File: src/design/pool_ram.sv
// ----------------------------------------------------------------------------
// pool_ram: generic single-port-write, single-port-read RAM
// Registered read: the word at raddr appears on rdata in the next cycle.
// ----------------------------------------------------------------------------
module pool_ram #(
	parameter int WIDTH = 16,
	parameter int DEPTH = 256
) (
	input  logic                     clk,
	input  logic                     we,
	input  logic [$clog2(DEPTH)-1:0] waddr,
	input  logic [WIDTH-1:0]         wdata,
	input  logic [$clog2(DEPTH)-1:0] raddr,
	output logic [WIDTH-1:0]         rdata
);
	logic [WIDTH-1:0] mem [DEPTH];

	always_ff @(posedge clk) begin
		if (we) begin
			mem[waddr] <= wdata;
		end
		rdata <= mem[raddr];
	end
endmodule
File: config.mk
export PLATFORM = sky130hd
export DESIGN_NAME = pool_ram
export DESIGN_NICKNAME = d
export VERILOG_FILES = /design/src/design/pool_ram.sv
export SDC_FILE = /design/constraint.sdc
export NUM_CORES = 2
export LEC_CHECK = 0
export BUFFER_PORTS_ARGS = -buffer_cell sky130_fd_sc_hd__buf_2
export CAP_MARGIN = 30
export CORE_MARGIN = 8
export CORE_UTILIZATION = 60
export DETAILED_ROUTE_END_ITERATION = 7
export GPL_ROUTABILITY_DRIVEN = 0
export PLACE_DENSITY = 0.76
export SLEW_MARGIN = 20
export SYNTH_ARGS = -nofsm -noshare
export SYNTH_HDL_FRONTEND = slang
export SYNTH_SLANG_ARGS = --single-unit
File: constraint.sdc
create_clock -name clk -period 6.1 [get_ports clk]
set_clock_uncertainty 0.2 [all_clocks]
set_input_delay 1.22 -clock clk [delete_from_list [all_inputs] [get_ports clk]]
set_output_delay 1.22 -clock clk [all_outputs]
set_load 0.01 [all_outputs]
# ---- After elaboration in Yosys (flattened, before gate mapping)
# Memories as Yosys holds them, arrays and structs flattened. A register that Yosys moved wholly into a read port is not among the register bits.
# Cells that the tools add are included.
dict set report classes {
  n_mux 2
}
# cell n
set op_table {}
lappend op_table {{$mux W1} 2}
dict set report word_totals {
  ff_bits 0
  ram_bits 4096
  out_inout_bits 16
  wordCells 3
  memories 1
}
# memory words width rd rd_ports_with_merged_regs wr line_no
set mem_list {}
lappend mem_list {mem 256 16 1 1 1 16} ;# logic [WIDTH-1:0] mem [DEPTH];

# ---- Logic depth before layout (Yosys ltp)
dict set report depth {
  word_depth 2
  mapped_depth 12
  ltp_nobuf 6
}

# ---- Least setup slack after synthesis
# OpenSTA, ideal clock, no wires.
dict set report synth_path {
  path_kind {input to register}
  from {in waddr[3]}
  to {mem mem[235][0] (enable)}
  setup_ps 388
  arrival_ps 2997
  required_time_ps 5512
  slack_ps 2515
  cell_stages 6
  path_cell_list {clkbuf_1 > nor2b_1 > clkbuf_1 > nand4_1 > clkbuf_1 > nor2_1}
}
# item line_no
set synth_rtl {}
lappend synth_rtl {{start: declaration} 11} ;# input logic [$clog2(DEPTH)-1:0] waddr,
lappend synth_rtl {{end: declaration} 16}
# Straight into the memory's write port.

==> results.md <==
Outcome:
- The flow ran to the end, and the final reports show no timing, DRC or antenna violations.

Clock network:
- The buffer type at the clock tree root is clkbuf_16.
- Once the clock tree was built, the setup fixing pass inserted 0 buffers.
- The H-tree depth is 5.
- In this run the deepest clock path goes through 4 buffers.
- After clock tree synthesis, the repair step resized 0 gates.
- TritonCTS built the clock tree.
- The clock-pin slew of the registers on the worst-case setup and hold paths is roughly 60 ps.
- The total of hold buffers inserted after clock tree synthesis is 0.
- The clock network latency to the later pin of the worst-skew pair is ~920 ps.
- The clock sink count is between 4000 and 5000.
- In this run, CTS created clock tree buffers numbering approximately 400.

Route:
- The total wire length after detailed routing is just over 400000 µm.
- The number of vias per cell is 6.96.
- The number of iterations in the first detailed-routing pass is 7.
- In this run the remaining antenna-violating nets after routing total 0.
- The routed wire length per instance is 35.4 µm.
- The initial DRC count is around 13000.
- The DRC violation count after routing is 0.
- Detailed routing inserted a total of between 80000 and 90000 vias.

Floorplanning:
- The region available for standard cell placement spans roughly 0.26 mm².
- The width of the die is 530 µm.
- From bottom edge to top edge, the die measures ~530 µm.
- The starting density of the core is 0.601.
- The die covers between 0.2 and 0.3 mm².
- In this run the count of I/O pins placed on the die edge is 50.
- The number of standard-cell rows in the floorplan is roughly 190.

Synthesis:
- Synthesis handed over a netlist of 7360 instances.
- The synthesis-stage register bit count is approximately 4100.
- The warning count from the yosys run is 0.
- The post-synthesis async set-or-reset flop share is 0.
- In the synthesized netlist the dominant register cell turns out to be edfxtp_1.
- The number of nets in the synthesized netlist is ~7400.
- The number of distinct library cells after synthesis is 52.
- The mapped cell area is 0.159 mm².
- The fraction of the yosys area taken by sequential cells is 0.777.
- Dividing the synthesized area by the synthesized cell count gives between 20 and 25 µm².
- The number of enable-type register cells in the synthesized netlist is ~4000.

Timing:
- The final count of hold timing violations is 0.
- Setup total negative slack on the finished layout was measured at 0 ps.
- The worst-margin pin slew is about 1300 ps.
- For the finished layout, the period the worst path requires is about 4600 ps.
- The total setup violations reported at the end of the flow is 0.
- Headroom to the max-slew limit came out at 0.153.
- Setup repair after global routing left no endpoint under its margin.
- The share of the cycle needed by the critical path after routing is 0.762.
- The maximum achievable frequency is roughly 220 MHz.
- The max-slew violation total from the final report is 0.

Power:
- The static power due to leakage is 56.8 nW.
- Of the total power, registers draw 0.533.
- The total power draw is slightly below 0.06 W.
- Of the total power, the clock network draws 0.418.
- Cell internal power was estimated by the tool at ~0.046 W.
- The analysis attributes to net switching a power of roughly 0.012 W.
- The share of total power dissipated in combinational logic is 0.049.
- The peak ir drop on the vdd network is about 0.3 mV.
- The power per cell area is 329 mW/mm².
- The switching fraction of total power is 0.211.

Setup path:
- At the worst endpoint, the required time is around 6700 ps.
- The highest-delay cell along the critical path is a22oi_1.
- The start point of the critical path is raddr[0].
- The worst register-to-register path ends at rdata[6]$_DFF_P_.
- The delay contributed by the slowest stage of the critical path is around 730 ps.
- STA classifies the critical path startpoint as an input port.
- The peak fanout along the critical path is between 50 and 60.
- The category of the critical setup timing path is input port to flop.
- Traced cell by cell, the critical path runs through buf_12, buf_12, buf_12, buf_4, mux2i_1, o221ai_1, o32ai_1, a22oi_1, nand4_1, nor4_1.
- Data arrives at the worst endpoint at around 5200 ps.
- In this run the critical register-to-register path is launched from mem[55][6]$_DFFE_PP_.
- In this run the register-to-register setup slack is approximately 2800 ps.
- The worst register-to-register path has a depth of 5.
- STA classifies the critical path endpoint as a flop.
- The critical path capture point is rdata[1]$_DFF_P_.
- The most used cell along the critical path is buf_12.

Global route:
- The residual overflow from global routing is 0.
- The first global-routing pass estimated ~590000 µm of wire.
- The via count of the first global-routing pass is ~80000.
- The initial antenna violation count is 35.
- Entering global routing, the biggest net connects approximately 150 pins.
- The total global-route track usage is 0.290.

Run:
- The number of max-capacitance violations reported is 0.

Finish:
- The area growth from synthesis to layout is 12.3%.
- The final cell utilization of the core is 0.675.
- In the final layout, the share of cells above drive strength 1 is 0.248.
- In the layout the commonest cells are edfxtp_1, mux4_2, mux2i_1.
- The final net count is 7877.
- The finished layout holds 11700 standard cells, fillers aside.
- The commonest non-fill, non-tap cell in the layout is edfxtp_1.

Placed design:
- Input and output buffers added on the ports amount to between 40 and 50.
- The detailed placer's ending HPWL is around 240000 µm.
- The cell total after placement is approximately 11000.

Worst hold path:
- The class of the most critical hold timing path is input port to flop.
-- metrics by stage --
stage / setup WS [ps] / hold WS (ps) / area, µm²
2_1_floorplan: 2520 / 654 / 159000
3_3_place_gp: 667 / 815 / 165000
3_5_place_dp: 712 / 847 / 165000
4_1_cts: 1640 / 463 / 178000
5_1_grt: 1330 / 491 / 178000
6_report: 1450 / 511 / 178000
-- sequential cells by signal (all words and copies together), names as in the netlist --
register,cells
mem,4096
rdata,16
-- worst min path at each step --
stage,start,endpoint,depth (start not counted)
CTS,wdata[6],mem[26][6]$_DFFE_PP_,1
finish,wdata[12],mem[117][12]$_DFFE_PP_,1
global placement,mem[218][9]$_DFFE_PP_,rdata[9]$_DFF_P_,6
detailed placement,mem[98][10]$_DFFE_PP_,rdata[10]$_DFF_P_,6
floorplan,mem[232][1]$_DFFE_PP_,rdata[1]$_DFF_P_,6
global route,wdata[6],mem[26][6]$_DFFE_PP_,1
-- logic make-up after synthesis --
kind of cell	after synthesis	synth area share
AO/OA/AOI/OAI	786	0.0354
buffers and inverters	456	0.0169
flip-flops	4112	0.777
multiplexers	1450	0.155
AND/OR/NAND/NOR	556	0.0157
-- synth_stat cells, drive strengths merged (3+ instances only) --
library cell,n,area [µm²]
a31oi,6,37.5
nor2b,9,56.3
a221oi,28,245
nand3,35,175
nand4b,3,26.3
inv,4,15.0
o32ai,21,191
buf,222,1810
clkbuf,230,863
nand2b,3,18.8
nand2,38,143
mux2,88,991
nor4,18,119
o221ai,253,2220
a2111oi,6,52.6
dfxtp,16,320
a21oi,175,876
a22o,32,280
nor3,92,460
mux2i,565,5660
o31ai,16,120
a22oi,43,323
a211oi,18,135
edfxtp,4096,123000
and3,11,68.8
o22ai,148,926
nor2,304,1140
mux4,797,17900
nand4,26,163
o21ai,38,190
or2,5,31.3
-- critical path: cells and delay by family --
kind                   cells  cell delay (ps)
AOI/OAI and AO/OA          3             1090
and+or+nand+nor            2             1050
buffers and inverters      4             1500
muxes                      1              140
-- layout make-up --
class	count	area [µm²]
sequential	4112	123000
clock inverter	224	2450
tap	3533	4420
antenna	16	40.0
timing repair buffer	538	4730
fill	15700	85900
inverter	4	27.5
multi-input combinational	2792	32900
clock buffer	482	10400
-- power by group through the flow --
stage          clock network (W)  logic, W  registers (W)
2_1_floorplan                  0   0.00154         0.0318
3_3_place_gp                   0   0.00275         0.0318
3_5_place_dp                   0   0.00282         0.0318
4_1_cts                   0.0246   0.00285         0.0312
5_1_grt                   0.0257   0.00298         0.0312
6_report                  0.0245   0.00290         0.0312
-- layer usage --
metal | routed length [µm] | GRT usage | up-vias
met1 | 144000 | 0.385 | 42200
met4 | 21500 | 0.129 | 24
li1 | - | - | 32200
met5 | 172 | 0 | -
met3 | 53200 | 0.0821 | 1071
met2 | 196000 | 0.456 | 5991
No activity file was read; power rests on OpenSTA's default activity.
